File: src/hdl/hrhp_pkg.sv
`default_nettype none
// ----------------------------------------------------------------------------
// HTTP request head parser package
// Phase type, event, role and error codes, and the method and version tables.
// ----------------------------------------------------------------------------
package hrhp_pkg;

	typedef enum logic [3:0] {
		PH_METHOD,
		PH_URI_FIRST,
		PH_URI,
		PH_VERSION,
		PH_VERSION_LF,
		PH_LINE_START,
		PH_NAME,
		PH_VALUE_LEAD,
		PH_VALUE,
		PH_LINE_LF,
		PH_END_LF,
		PH_DONE,
		PH_ERROR
	} phase_t;

	localparam logic [2:0] EV_NONE        = 3'd0;
	localparam logic [2:0] EV_REQUEST_LINE = 3'd1;
	localparam logic [2:0] EV_HEADER_LINE = 3'd2;
	localparam logic [2:0] EV_HEAD_DONE   = 3'd3;
	localparam logic [2:0] EV_ERROR       = 3'd4;

	localparam logic [2:0] ROLE_NONE    = 3'd0;
	localparam logic [2:0] ROLE_METHOD  = 3'd1;
	localparam logic [2:0] ROLE_URI     = 3'd2;
	localparam logic [2:0] ROLE_VERSION = 3'd3;
	localparam logic [2:0] ROLE_NAME    = 3'd4;
	localparam logic [2:0] ROLE_VALUE   = 3'd5;

	localparam logic [3:0] ERR_NONE          = 4'd0;
	localparam logic [3:0] ERR_BAD_METHOD    = 4'd1;
	localparam logic [3:0] ERR_NO_SLASH      = 4'd2;
	localparam logic [3:0] ERR_URI_LONG      = 4'd3;
	localparam logic [3:0] ERR_DOT_DOT       = 4'd4;
	localparam logic [3:0] ERR_BAD_VERSION   = 4'd5;
	localparam logic [3:0] ERR_METHOD_10     = 4'd6;
	localparam logic [3:0] ERR_MANY_HEADERS  = 4'd7;
	localparam logic [3:0] ERR_MALFORMED     = 4'd8;
	localparam logic [3:0] ERR_HEADER_LONG   = 4'd9;

	localparam logic [1:0] CFG_MAX_URI          = 2'd0;
	localparam logic [1:0] CFG_MAX_HEADER_LINES = 2'd1;
	localparam logic [1:0] CFG_MAX_HEADER_LEN   = 2'd2;

	localparam logic [7:0] CHAR_CR    = 8'h0D;
	localparam logic [7:0] CHAR_LF    = 8'h0A;
	localparam logic [7:0] CHAR_SP    = 8'h20;
	localparam logic [7:0] CHAR_TAB   = 8'h09;
	localparam logic [7:0] CHAR_COLON = 8'h3A;
	localparam logic [7:0] CHAR_SLASH = 8'h2F;
	localparam logic [7:0] CHAR_DOT   = 8'h2E;
	localparam logic [7:0] CHAR_ZERO  = 8'h30;
	localparam logic [7:0] CHAR_ONE   = 8'h31;

	localparam int NUM_METHODS = 9;
	// Highest method code that HTTP/1.0 allows.
	localparam logic [3:0] METHOD_MAX_V10 = 4'd2;

	localparam logic [7:0] METHOD_CHARS [NUM_METHODS][8] = '{
		'{"G", "E", "T", 8'h00, 8'h00, 8'h00, 8'h00, 8'h00},
		'{"H", "E", "A", "D", 8'h00, 8'h00, 8'h00, 8'h00},
		'{"P", "O", "S", "T", 8'h00, 8'h00, 8'h00, 8'h00},
		'{"P", "U", "T", 8'h00, 8'h00, 8'h00, 8'h00, 8'h00},
		'{"D", "E", "L", "E", "T", "E", 8'h00, 8'h00},
		'{"C", "O", "N", "N", "E", "C", "T", 8'h00},
		'{"O", "P", "T", "I", "O", "N", "S", 8'h00},
		'{"T", "R", "A", "C", "E", 8'h00, 8'h00, 8'h00},
		'{"P", "A", "T", "C", "H", 8'h00, 8'h00, 8'h00}
	};

	localparam logic [3:0] METHOD_LENGTHS [NUM_METHODS] = '{
		4'd3, 4'd4, 4'd4, 4'd3, 4'd6, 4'd7, 4'd7, 4'd5, 4'd5
	};

	localparam logic [7:0] VERSION_PREFIX [8] = '{
		"H", "T", "T", "P", "/", "1", ".", 8'h00
	};

endpackage
`default_nettype wire

File: src/hdl/http_request_head_parser_top.sv
`default_nettype none
// Each result passes the input register and then the result register before it is valid.
// One byte per cycle while results are taken; the parse state advances once per accepted byte.
// A result waiting in the output register still lets one more byte into the input register;
// further bytes wait until the result is taken.
// Reset is asynchronous and active low: it clears the parse state, the stage valid flags,
// and loads the limits with their defaults (2048, 64, 8192).
// ----------------------------------------------------------------------------
// HTTP request head parser
// Byte-serial parser of an HTTP/1.x request line and header lines with limit checks.
// ----------------------------------------------------------------------------
module http_request_head_parser_top
	import hrhp_pkg::*;
#(
	parameter int LENGTH_BITS = 16
) (
	input  wire logic        clk,
	input  wire logic        arst_n,
	input  wire logic        in_valid,
	output logic             in_ready,
	input  wire logic [7:0]  data_byte,
	input  wire logic        new_request,
	output logic             out_valid,
	input  wire logic        out_ready,
	output logic [2:0]       event_res,
	output logic [2:0]       byte_role,
	output logic [3:0]       method_code,
	output logic             version_code,
	output logic [15:0]      uri_length,
	output logic [7:0]       header_total,
	output logic [15:0]      name_length,
	output logic [15:0]      value_length,
	output logic [3:0]       error_code,
	input  wire logic        cfg_we,
	input  wire logic [1:0]  cfg_index,
	input  wire logic [15:0] cfg_data
);

	localparam int CMP_W = ((LENGTH_BITS > 16) ? LENGTH_BITS : 16) + 1;

	typedef logic [LENGTH_BITS-1:0] len_t;

	function automatic len_t bump(input len_t v);
		return (&v) ? v : v + len_t'(1);
	endfunction

	// Configuration.
	logic [15:0] max_uri_q;
	logic [7:0]  max_lines_q;
	logic [15:0] max_hdr_len_q;

	always_ff @(posedge clk or negedge arst_n) begin
		if (!arst_n) begin
			max_uri_q     <= 16'd2048;
			max_lines_q   <= 8'd64;
			max_hdr_len_q <= 16'd8192;
		end else if (cfg_we) begin
			case (cfg_index)
				CFG_MAX_URI:          max_uri_q     <= cfg_data;
				CFG_MAX_HEADER_LINES: max_lines_q   <= cfg_data[7:0];
				CFG_MAX_HEADER_LEN:   max_hdr_len_q <= cfg_data;
				default: ;
			endcase
		end
	end

	// Input register.
	logic       valid_s1;
	logic [7:0] byte_s1;
	logic       new_req_s1;
	logic       valid_s2;
	logic       advance;

	assign advance  = valid_s1 && (!valid_s2 || out_ready);
	assign in_ready = !valid_s1 || advance;

	always_ff @(posedge clk or negedge arst_n) begin
		if (!arst_n) begin
			valid_s1 <= 1'b0;
		end else if (in_ready) begin
			valid_s1 <= in_valid;
		end
	end

	always_ff @(posedge clk) begin
		if (in_valid && in_ready) begin
			byte_s1    <= data_byte;
			new_req_s1 <= new_request;
		end
	end

	// Parse state.
	phase_t          phase_q;
	logic [8:0]      cand_q;
	logic [3:0]      mpos_q;
	logic [3:0]      mseen_q;
	logic            vseen_q;
	len_t            uri_q;
	logic            pdot_q;
	logic [7:0]      hcount_q;
	len_t            ncount_q;
	len_t            vcount_q;

	// State as seen by the current byte, after an optional restart.
	phase_t          ph;
	logic [8:0]      cand;
	logic [3:0]      mpos;
	logic [3:0]      mseen;
	logic            vseen;
	len_t            uri;
	logic            pdot;
	logic [7:0]      hcount;
	len_t            ncount;
	len_t            vcount;

	assign ph     = new_req_s1 ? PH_METHOD : phase_q;
	assign cand   = new_req_s1 ? '1 : cand_q;
	assign mpos   = new_req_s1 ? 4'd0 : mpos_q;
	assign mseen  = new_req_s1 ? 4'd0 : mseen_q;
	assign vseen  = new_req_s1 ? 1'b0 : vseen_q;
	assign uri    = new_req_s1 ? '0 : uri_q;
	assign pdot   = new_req_s1 ? 1'b0 : pdot_q;
	assign hcount = new_req_s1 ? 8'd0 : hcount_q;
	assign ncount = new_req_s1 ? '0 : ncount_q;
	assign vcount = new_req_s1 ? '0 : vcount_q;

	// Method matching against all names in parallel.
	logic [8:0] keep;
	logic [8:0] len_hit;
	logic [8:0] cand_next;
	logic [3:0] hit_index;

	always_comb begin
		hit_index = 4'd0;
		for (int i = 0; i < NUM_METHODS; i++) begin
			keep[i]    = (mpos < METHOD_LENGTHS[i]) && (METHOD_CHARS[i][mpos[2:0]] == byte_s1);
			len_hit[i] = cand[i] && (METHOD_LENGTHS[i] == mpos);
		end
		for (int i = NUM_METHODS - 1; i >= 0; i--) begin
			if (len_hit[i]) begin
				hit_index = 4'(i);
			end
		end
		cand_next = cand & keep;
	end

	// Length checks.
	len_t uri_inc;
	logic uri_over;
	len_t name_inc;
	len_t value_inc;
	logic name_over;
	logic value_over;
	len_t name_base;
	len_t value_base;

	assign uri_inc    = bump(uri);
	assign uri_over   = CMP_W'(uri_inc) > CMP_W'(max_uri_q);
	// The first name byte of a line starts from cleared counters.
	assign name_base  = (ph == PH_LINE_START) ? '0 : ncount;
	assign value_base = (ph == PH_LINE_START) ? '0 : vcount;
	assign name_inc   = bump(name_base);
	assign value_inc  = bump(vcount);
	assign name_over  = (CMP_W'(name_inc) + CMP_W'(value_base)) > CMP_W'(max_hdr_len_q);
	assign value_over = (CMP_W'(ncount) + CMP_W'(value_inc)) > CMP_W'(max_hdr_len_q);

	logic is_cr;
	logic is_lf;
	logic is_sp;

	assign is_cr = (byte_s1 == CHAR_CR);
	assign is_lf = (byte_s1 == CHAR_LF);
	assign is_sp = (byte_s1 == CHAR_SP);

	// Next phase and error code.
	phase_t     phase_d;
	logic [3:0] err_d;

	always_comb begin
		phase_d = ph;
		err_d   = ERR_NONE;
		unique case (ph)
			PH_METHOD: begin
				if (is_sp) begin
					if (|len_hit) begin
						phase_d = PH_URI_FIRST;
					end else begin
						err_d = ERR_BAD_METHOD;
					end
				end else if (cand_next == '0) begin
					err_d = ERR_BAD_METHOD;
				end
			end
			PH_URI_FIRST: begin
				if (byte_s1 != CHAR_SLASH) begin
					err_d = ERR_NO_SLASH;
				end else if (uri_over) begin
					err_d = ERR_URI_LONG;
				end else begin
					phase_d = PH_URI;
				end
			end
			PH_URI: begin
				if (is_sp) begin
					phase_d = PH_VERSION;
				end else if (is_cr || is_lf) begin
					err_d = ERR_BAD_VERSION;
				end else if (uri_over) begin
					err_d = ERR_URI_LONG;
				end else if (byte_s1 == CHAR_DOT && pdot) begin
					err_d = ERR_DOT_DOT;
				end
			end
			PH_VERSION: begin
				if (mpos < 4'd7) begin
					if (VERSION_PREFIX[mpos[2:0]] != byte_s1) begin
						err_d = ERR_BAD_VERSION;
					end
				end else if (mpos == 4'd7) begin
					if (byte_s1 != CHAR_ZERO && byte_s1 != CHAR_ONE) begin
						err_d = ERR_BAD_VERSION;
					end
				end else if (!is_cr) begin
					err_d = ERR_BAD_VERSION;
				end else if (!vseen && mseen > METHOD_MAX_V10) begin
					err_d = ERR_METHOD_10;
				end else begin
					phase_d = PH_VERSION_LF;
				end
			end
			PH_VERSION_LF: begin
				if (is_lf) begin
					phase_d = PH_LINE_START;
				end else begin
					err_d = ERR_BAD_VERSION;
				end
			end
			PH_LINE_START: begin
				if (is_cr) begin
					phase_d = PH_END_LF;
				end else if (hcount >= max_lines_q) begin
					err_d = ERR_MANY_HEADERS;
				end else if (byte_s1 == CHAR_COLON || is_lf) begin
					err_d = ERR_MALFORMED;
				end else if (name_over) begin
					err_d = ERR_HEADER_LONG;
				end else begin
					phase_d = PH_NAME;
				end
			end
			PH_NAME: begin
				if (byte_s1 == CHAR_COLON) begin
					phase_d = PH_VALUE_LEAD;
				end else if (is_cr || is_lf) begin
					err_d = ERR_MALFORMED;
				end else if (name_over) begin
					err_d = ERR_HEADER_LONG;
				end
			end
			PH_VALUE_LEAD, PH_VALUE: begin
				if (is_cr) begin
					phase_d = PH_LINE_LF;
				end else if (is_lf) begin
					err_d = ERR_MALFORMED;
				end else if (ph == PH_VALUE_LEAD && (is_sp || byte_s1 == CHAR_TAB)) begin
					phase_d = PH_VALUE_LEAD;
				end else if (value_over) begin
					err_d = ERR_HEADER_LONG;
				end else begin
					phase_d = PH_VALUE;
				end
			end
			PH_LINE_LF: begin
				if (is_lf) begin
					phase_d = PH_LINE_START;
				end else begin
					err_d = ERR_MALFORMED;
				end
			end
			PH_END_LF: begin
				if (is_lf) begin
					phase_d = PH_DONE;
				end else begin
					err_d = ERR_MALFORMED;
				end
			end
			PH_DONE, PH_ERROR: begin
				phase_d = ph;
			end
			default: begin
				phase_d = PH_ERROR;
			end
		endcase
		if (err_d != ERR_NONE) begin
			phase_d = PH_ERROR;
		end
	end

	// Result fields and datapath updates.
	logic [2:0] ev_d;
	logic [2:0] role_d;
	logic [8:0] cand_d;
	logic [3:0] mpos_d;
	logic [3:0] mseen_d;
	logic       vseen_d;
	len_t       uri_d;
	logic       pdot_d;
	logic [7:0] hcount_d;
	len_t       ncount_d;
	len_t       vcount_d;

	always_comb begin
		ev_d     = EV_NONE;
		role_d   = ROLE_NONE;
		cand_d   = cand;
		mpos_d   = mpos;
		mseen_d  = mseen;
		vseen_d  = vseen;
		uri_d    = uri;
		pdot_d   = pdot;
		hcount_d = hcount;
		ncount_d = ncount;
		vcount_d = vcount;
		unique case (ph)
			PH_METHOD: begin
				if (is_sp) begin
					if (|len_hit) begin
						mseen_d = hit_index;
					end
				end else begin
					cand_d = cand_next;
					if (mpos < 4'd15) begin
						mpos_d = mpos + 4'd1;
					end
					role_d = ROLE_METHOD;
				end
			end
			PH_URI_FIRST: begin
				if (byte_s1 == CHAR_SLASH) begin
					uri_d  = uri_inc;
					pdot_d = 1'b0;
					role_d = ROLE_URI;
				end
			end
			PH_URI: begin
				if (is_sp) begin
					mpos_d = 4'd0;
				end else if (!is_cr && !is_lf) begin
					uri_d  = uri_inc;
					pdot_d = (byte_s1 == CHAR_DOT);
					role_d = ROLE_URI;
				end
			end
			PH_VERSION: begin
				if (mpos < 4'd7) begin
					mpos_d = mpos + 4'd1;
					role_d = ROLE_VERSION;
				end else if (mpos == 4'd7) begin
					if (byte_s1 == CHAR_ZERO || byte_s1 == CHAR_ONE) begin
						vseen_d = (byte_s1 == CHAR_ONE);
					end
					mpos_d = 4'd8;
					role_d = ROLE_VERSION;
				end
			end
			PH_VERSION_LF: begin
				ev_d = EV_REQUEST_LINE;
			end
			PH_LINE_START: begin
				if (!is_cr && hcount < max_lines_q && byte_s1 != CHAR_COLON && !is_lf) begin
					ncount_d = name_inc;
					vcount_d = '0;
					role_d   = ROLE_NAME;
				end
			end
			PH_NAME: begin
				if (byte_s1 != CHAR_COLON && !is_cr && !is_lf) begin
					ncount_d = name_inc;
					role_d   = ROLE_NAME;
				end
			end
			PH_VALUE_LEAD, PH_VALUE: begin
				if (!is_cr && !is_lf &&
				    !(ph == PH_VALUE_LEAD && (is_sp || byte_s1 == CHAR_TAB))) begin
					vcount_d = value_inc;
					role_d   = ROLE_VALUE;
				end
			end
			PH_LINE_LF: begin
				if (is_lf) begin
					if (hcount != 8'hFF) begin
						hcount_d = hcount + 8'd1;
					end
					ev_d = EV_HEADER_LINE;
				end
			end
			PH_END_LF: begin
				ev_d = EV_HEAD_DONE;
			end
			PH_DONE, PH_ERROR: begin
				ev_d = EV_NONE;
			end
			default: begin
				ev_d = EV_NONE;
			end
		endcase
		if (err_d != ERR_NONE) begin
			ev_d   = EV_ERROR;
			role_d = ROLE_NONE;
		end
	end

	always_ff @(posedge clk or negedge arst_n) begin
		if (!arst_n) begin
			phase_q  <= PH_METHOD;
			cand_q   <= '1;
			mpos_q   <= 4'd0;
			mseen_q  <= 4'd0;
			vseen_q  <= 1'b0;
			uri_q    <= '0;
			pdot_q   <= 1'b0;
			hcount_q <= 8'd0;
			ncount_q <= '0;
			vcount_q <= '0;
		end else if (advance) begin
			phase_q  <= phase_d;
			cand_q   <= cand_d;
			mpos_q   <= mpos_d;
			mseen_q  <= mseen_d;
			vseen_q  <= vseen_d;
			uri_q    <= uri_d;
			pdot_q   <= pdot_d;
			hcount_q <= hcount_d;
			ncount_q <= ncount_d;
			vcount_q <= vcount_d;
		end
	end

	// Result register.
	logic [2:0]  event_s2;
	logic [2:0]  role_s2;
	logic [3:0]  method_s2;
	logic        version_s2;
	logic [15:0] uri_s2;
	logic [7:0]  hcount_s2;
	logic [15:0] name_s2;
	logic [15:0] value_s2;
	logic [3:0]  err_s2;

	always_ff @(posedge clk or negedge arst_n) begin
		if (!arst_n) begin
			valid_s2 <= 1'b0;
		end else if (advance) begin
			valid_s2 <= 1'b1;
		end else if (out_ready) begin
			valid_s2 <= 1'b0;
		end
	end

	always_ff @(posedge clk) begin
		if (advance) begin
			event_s2   <= ev_d;
			role_s2    <= role_d;
			method_s2  <= mseen_d;
			version_s2 <= vseen_d;
			uri_s2     <= 16'(uri_d);
			hcount_s2  <= hcount_d;
			name_s2    <= 16'(ncount_d);
			value_s2   <= 16'(vcount_d);
			err_s2     <= err_d;
		end
	end

	assign out_valid    = valid_s2;
	assign event_res    = event_s2;
	assign byte_role    = role_s2;
	assign method_code  = method_s2;
	assign version_code = version_s2;
	assign uri_length   = uri_s2;
	assign header_total = hcount_s2;
	assign name_length  = name_s2;
	assign value_length = value_s2;
	assign error_code   = err_s2;

	// An error code travels only with the error event.
	a_err_with_event: assert property (@(posedge clk) disable iff (!arst_n)
		valid_s2 |-> ((err_s2 != ERR_NONE) == (event_s2 == EV_ERROR)))
		else $error("error code and error event disagree");

	// A byte that carries a role never raises an event.
	a_role_no_event: assert property (@(posedge clk) disable iff (!arst_n)
		(valid_s2 && role_s2 != ROLE_NONE) |-> (event_s2 == EV_NONE))
		else $error("byte with a role reported an event");

	// Once failed, the parser stays failed until a new request.
	a_error_sticky: assert property (@(posedge clk) disable iff (!arst_n)
		(advance && !new_req_s1 && phase_q == PH_ERROR) |=> (phase_q == PH_ERROR))
		else $error("parser left the error phase without a new request");

	// An empty input register always takes a byte.
	a_ready_when_empty: assert property (@(posedge clk) disable iff (!arst_n)
		!valid_s1 |-> in_ready)
		else $error("input stalled while input register empty");

	// A result that is not taken stays in place.
	a_result_held: assert property (@(posedge clk) disable iff (!arst_n)
		(valid_s2 && !out_ready) |=> (valid_s2 && $stable(event_s2) && $stable(err_s2)))
		else $error("pending result changed before it was taken");

endmodule
`default_nettype wire

File: config.mk
export PLATFORM = sky130hd
export DESIGN_NAME = http_request_head_parser_top
export DESIGN_NICKNAME = d
export VERILOG_FILES = /design/src/hdl/hrhp_pkg.sv /design/src/hdl/http_request_head_parser_top.sv
export SDC_FILE = /design/constraint.sdc
export NUM_CORES = 1
export LEC_CHECK = 0
export ABC_AREA = 1
export BUFFER_PORTS_ARGS = -buffer_cell sky130_fd_sc_hd__buf_2
export CAP_MARGIN = 30
export CORE_AREA = 2 2 161 163
export DETAILED_ROUTE_END_ITERATION = 8
export DIE_AREA = 0 0 163 165
export PLACE_DENSITY = 0.88
export SYNTH_ARGS = -nofsm -noshare
export SYNTH_HDL_FRONTEND = slang
export SYNTH_SLANG_ARGS = --single-unit
File: constraint.sdc
create_clock -name clk -period 11.7 [get_ports clk]
set_input_delay 0.585 -clock clk [delete_from_list [all_inputs] [get_ports clk]]
set_output_delay 0.585 -clock clk [all_outputs]
set_load 0.01 [all_outputs]
### After elaboration in Yosys (flattened, before gate mapping)

Memories as Yosys holds them, arrays and structs flattened.
Cells that the tools add are included.

* bits in registers: 201
* memory bits (read-only): 640
* input bits: 32
* output and inout port bits: 73
* memories kept: 10

Memories
* (no name shown): depth 8, width 8, read ports 1, clocked after memory_dff 0, wr ports 0, line http_request_head_parser_top.sv:216 `if (VERSION_PREFIX[mpos[2:0]] != byte_s1) begin`
* (no name shown): depth 8, width 8, read ports 1, clocked after memory_dff 0, wr ports 0, line http_request_head_parser_top.sv:136 `keep[i] = (mpos < METHOD_LENGTHS[i]) && (METHOD_CHARS[i][mpos[2:0]] == byte_s1);`
* (no name shown): depth 8, width 8, read ports 1, clocked after memory_dff 0, wr ports 0, line http_request_head_parser_top.sv:136
* (no name shown): depth 8, width 8, read ports 1, clocked after memory_dff 0, wr ports 0, line http_request_head_parser_top.sv:136
* (no name shown): depth 8, width 8, read ports 1, clocked after memory_dff 0, wr ports 0, line http_request_head_parser_top.sv:136
* (no name shown): depth 8, width 8, read ports 1, clocked after memory_dff 0, wr ports 0, line http_request_head_parser_top.sv:136
* +4 memories

* add/subtract/negate cells: 7
* order comparisons: 13
* equal/unequal tests: 44
* multiplexer cells: 140
* bitwise gates (word level): 2
* reduce and logical (&&, ||, !) cells: 59

Operators by type and width (count)
* two-way mux 16 bit: 15
* two-way mux 4 bit: 55
* two-way mux 8 bit: 24
* case mux 16 bit (2 select lines): 3
* equality test 8 bit: 9
* adder 16 x 1 -> 16 bit (second input constant): 3
* equality test 8 x 6 -> 1 bit (second input constant): 6
* AND reduction 16 bit: 3
* case mux 4 bit (10 select lines): 1
* two-way mux 3 bit: 12
* case mux 4 bit (9 select lines): 1
* adder 16 x 16 -> 17 bit: 2
* > comparator 17 x 16 -> 1 bit: 2
* inequality test 8 x 6 -> 1 bit (second input constant): 4
* logical AND 1 bit: 31
* two-way mux 9 bit: 3
* equality test 8 x 4 -> 1 bit (second input constant): 3
* case mux 3 bit (7 select lines): 1
* equality test 4 x 3 -> 1 bit (second input constant): 5
* equality test 4 bit (second input constant): 5
* equality test 3 x 4 -> 1 bit (first input constant): 4
* > comparator 16 bit: 1
* less-than comparator 4 x 3 -> 1 bit (second input constant): 4
* two-way mux 2 bit: 8
* other kinds (31): 60

### Logic depth before layout (Yosys ltp)

* depth in word-level cells: 15
* gate-level depth with buffers: 46

### Worst setup path after synthesis

OpenSTA, ideal clock, no wires.

* kind: register to register
* start: register new_req_s1
* end: register event_s2[2], in the netlist event_res[2], data pin
* library setup time: 262 ps
* arrival: 5667 ps
* slack: 5771 ps
* stages on the path, launching flop included: 40
* period minus slack after synthesis: 5929 ps
* cell sequence: edfxtp_1 -> buf_6 -> buf_6 -> buf_2 -> buf_1 -> nor2_1 -> inv_1 -> nor2_1 -> ha_1 -> nand3_2 -> nor3_2 -> nand3_2 -> nor2_4 -> inv_2 -> nand2_1 -> xor2_1 -> inv_1 -> ha_1 -> (+4 left out) -> nand2_1 -> o21ai_0 -> xor2_1 -> ha_1 -> nand2_1 -> nor2_1 -> a211oi_1 -> nand2_1 -> nand2_1 -> nand2_1 -> nand2_1 -> nand2_1 -> a21oi_1 -> nand3_1 -> nand2_1 -> nand4_1 -> nor2_4 -> inv_4

* word-level cells in the longest chain between the ends: 13

RTL lines
* start, declared: line http_request_head_parser_top.sv:70 `logic new_req_s1;`
* start signal, assigned: line http_request_head_parser_top.sv:88 `new_req_s1 <= new_request;`
* two-way mux 4 bit, on equally long branches: line http_request_head_parser_top.sv:116, http_request_head_parser_top.sv:118
* equality test 4 x 3 -> 1 bit or NOT 3 -> 4 bit (tied branches)
* two-way mux 16 bit or memory (8 x 8 bit) (tied branches)
* adder 16 x 1 -> 16 bit, or another cell as far along: line http_request_head_parser_top.sv:44 `return (&v) ? v : v + len_t'(1);`
* two-way mux 16 bit or two-way mux 8 bit (tied branches): line http_request_head_parser_top.sv:44, http_request_head_parser_top.sv:136
* adder 16 x 16 -> 17 bit or equality test 8 bit (tied branches): line http_request_head_parser_top.sv:164, http_request_head_parser_top.sv:136
* > comparator 17 x 16 -> 1 bit or logical AND 1 bit (tied branches): line http_request_head_parser_top.sv:164, http_request_head_parser_top.sv:136
* two-way mux 4 bit or AND 9 bit (tied branches): line http_request_head_parser_top.sv:245, http_request_head_parser_top.sv:256, http_request_head_parser_top.sv:144
* two-way mux 4 bit or logical NOT 9 bit (tied branches): line http_request_head_parser_top.sv:243, http_request_head_parser_top.sv:190
* two-way mux 4 bit or two-way mux 1 bit (tied branches): line http_request_head_parser_top.sv:241, http_request_head_parser_top.sv:190
* two-way mux 4 bit, on equally long branches: line http_request_head_parser_top.sv:239, http_request_head_parser_top.sv:184
* case mux 4 bit (9 select lines) (*): line http_request_head_parser_top.sv:182 `unique case (ph)`
* nonzero test 4 bit (*): line http_request_head_parser_top.sv:407 `if (err_d != ERR_NONE) begin`
* end signal, assigned: line http_request_head_parser_top.sv:462 `event_s2 <= ev_d;`
* end, declared: line http_request_head_parser_top.sv:440 `logic [2:0] event_s2;`

Every way passes the cells marked *; elsewhere a longest branch is shown, timed or not. The select of a mux whose other input is x is not followed.
A chain may end at the register's enable or synchronous reset.

### Final worst setup path

Same ends and word-level chain as after synthesis.

==> qor.txt <==
Post-route DRC = 0
R2r setup slk = 4460 ps
Worst r2r path cells = 38
Gpl congestion = 1.04
Worst clock skew = 24.9 ps
Critical Path Start Type = flip-flop
Initial Utilization = 59.8%
Final worst-path setup slack = 4460 ps
Setup repair bufs after CTS = 0
Yosys warns = 0
CTS buffer count = 23
Cell count after synthesis = 2,038
GRT Total Usage = 32.7%
Via/cell ratio = 5.75
Vias in the first global route = 13,851
Core area = 25,000 um^2
Pwr Density = 133 nW/um^2
DP Worst Slack = 4620 ps
Synth top area share = 18.2%
Die X = 163 um
Most frequent cells in the layout = 447 x nand2_1, 314 x inv_1, 217 x nor2_1
Hold WS = 54.1 ps
Routed WL per cell = 17.7 um
Min Tclk post-route = 7240 ps
Clock buffer depth = 3
Asr flop ratio synth = 60.2%
Most common cell after layout, fill and taps aside = nand2_1
Gr ovfl total = 0
Drt initial violations = 1,364
Critical R2R Launch = new_req_s1
Number of I/O port buffers = 104
Drt total wl = 43.8 mm
Clock transition at path regs = 70 ps
Worst skew pair latency = 530 ps
Slew HR = 28.3%
Post-DP HPWL = 33.3 mm
Setup repair after global routing missed its margin = no
First-pass GRT wire length = 69.1 mm
Post-synthesis sequential area ratio = 36.4%
# placed instances = 2,425
Fillers = 2,184
Period utilization = 61.8%
Layout Nets = 2,258
Pleak = 8.15 nW
Peak VDD IR = 0.142 mV
Final Hold Viols = 0
WP data required = 11,960 ps
# IOs = 105
Initial DRT Pass Iterations = 7
Status = complete, no violations
Slowest cell on crit path = buf_4
Clk sinks = 201
Final setup TNS = 0 ps
Critical path class = reg2reg
Mean Syn Cell Area = 7.34 um^2
# setup viols final = 0
Post-route insts no fill = 2,471
Area delta synth->final = 10.3%
Synth area leaders = dfrtp_1 18%, edfxtp_1 16%, nand2_1 11%, ha_1 8.4%, inv_1 7.9%
Synth area leader = dfrtp_1
Worst slew pin tran = 1070 ps
Row count = 58
CTS H-tree depth = 1
Syn nets = 2,173
Reg2reg end = event_res[2]
Top_reg_cell synth = dfrtp_1
Crit end category = flip-flop
Synth cell types = 60
Max incr delay on CP = 570 ps
Hold Crit Class = in2async
Post-synthesis register bit count = 201
Most used cell, CP = nand2_1
Critical path peak fanout = 38
Clk root buf = clkbuf_16
Die Footprint = 26,900 um^2
MaxCap Viol Count = 0
# resized after CTS = 0
Post-synth EDFFs = 80
TritonCTS clock tree = done
Die Ht = 165 um
Post-cts hold buffer count = 0
Initial antenna violation count = 0
Layout cell share with drive strength beyond 1 = 11.7%
Synthesized area = 15,000 um^2
Routed via count = 14,216
Max-slew violation count = 0
Largest net degree at the start of global routing = 104
Antenna viol nets, final = 0
Worst endpoint data arrival time = 7500 ps
F_max = 0.138 GHz
area by class of cell:
cell class,count,area (um^2),area share (%)
repair buffers,112,623,3.77
clock buffers,30,633,3.83
well taps,330,413,2.50
diodes,1,2.50,0.0152
clock inverters,12,143,0.864
flip-flops and latches,201,5450,33.0
multi-input cells,1454,8000,48.4
inverters,331,1250,7.60
per-stage QoR:
step                      area (um^2)  util, %  power, W
after global routing            16500     65.9   0.00231
final                           16500     66.0   0.00220
after floorplan                 15000        -   0.00128
after CTS                       16400     65.7   0.00220
after detailed placement        15700     62.6   0.00145
after global placement          15700     62.6   0.00144
synth_stat cells (all sizes together), types with 7 or more instances:
cell / instances
nand2: 463
inv: 330
nor2: 259
o21ai: 202
dfrtp: 109
a21oi: 104
ha: 101
nand3: 85
edfxtp: 80
xor2: 61
nor3: 42
nand4: 36
clkbuf: 27
buf: 25
xnor2: 17
o211ai: 13
dfstp: 12
nor4: 8
a31oi: 7
routing by layer:
layer  share of wire [%]  vias up  track usage (%)
li1                    -     6822                -
met4                 5.9        0             18.1
met2                  48      645             56.1
met3                 7.1      170             4.72
met1                  39     6579             39.6
met5                   0        -                0
where the power goes:
| part | switching (W) | internal, W |
|---|---|---|
| Clock | 0.000302 | 0.000448 |
| Combinational | 0.000394 | 0.000170 |
| Sequential | 0.0000453 | 0.000841 |
| Total | 0.000741 | 0.00146 |
cells by family (layout without fill, tap and decap cells):
kind of cell	after synthesis	count (layout)	synth area share, %
AOI/OAI and AO/OA	373	373	13.7
xor gates and xnor gates	78	78	4.56
DFF	201	201	36.4
other	0	1	0
and+or+nand+nor	900	900	26.5
adders and majority gates	103	103	8.71
buffers and inverters	383	485	10.2
sequential cells by signal, summed over array words and instances, names as in the netlist, 16 cells and up:
| signal | count |
|---|---|
| max_hdr_len_q | 16 |
| max_uri_q | 16 |
| name_length | 16 |
| ncount_q | 16 |
| uri_length | 16 |
| uri_q | 16 |
| value_length | 16 |
| vcount_q | 16 |
how the worst max path moves through the flow:
stage                          start      endpoint  slack, ps  cells past startpoint
after CTS                 new_req_s1  event_res[2]       4520                     38
after floorplan           new_req_s1  event_res[2]       5770                     39
after global routing      new_req_s1  event_res[2]       3820                     38
after global placement    new_req_s1  event_res[2]       4890                     40
after detailed placement  new_req_s1  event_res[2]       4620                     38
final                     new_req_s1  event_res[2]       4460                     38
worst max-delay path: cells and delay by family (launching register included):
kind | cells | cell delay [ps]
simple gates | 23 | 2860
compound gates | 5 | 1410
buf+inv | 5 | 1120
fa+ha+maj | 3 | 840
xor+xnor | 2 | 380
flops | 1 | 330
Power figures use the tool's default switching activity.
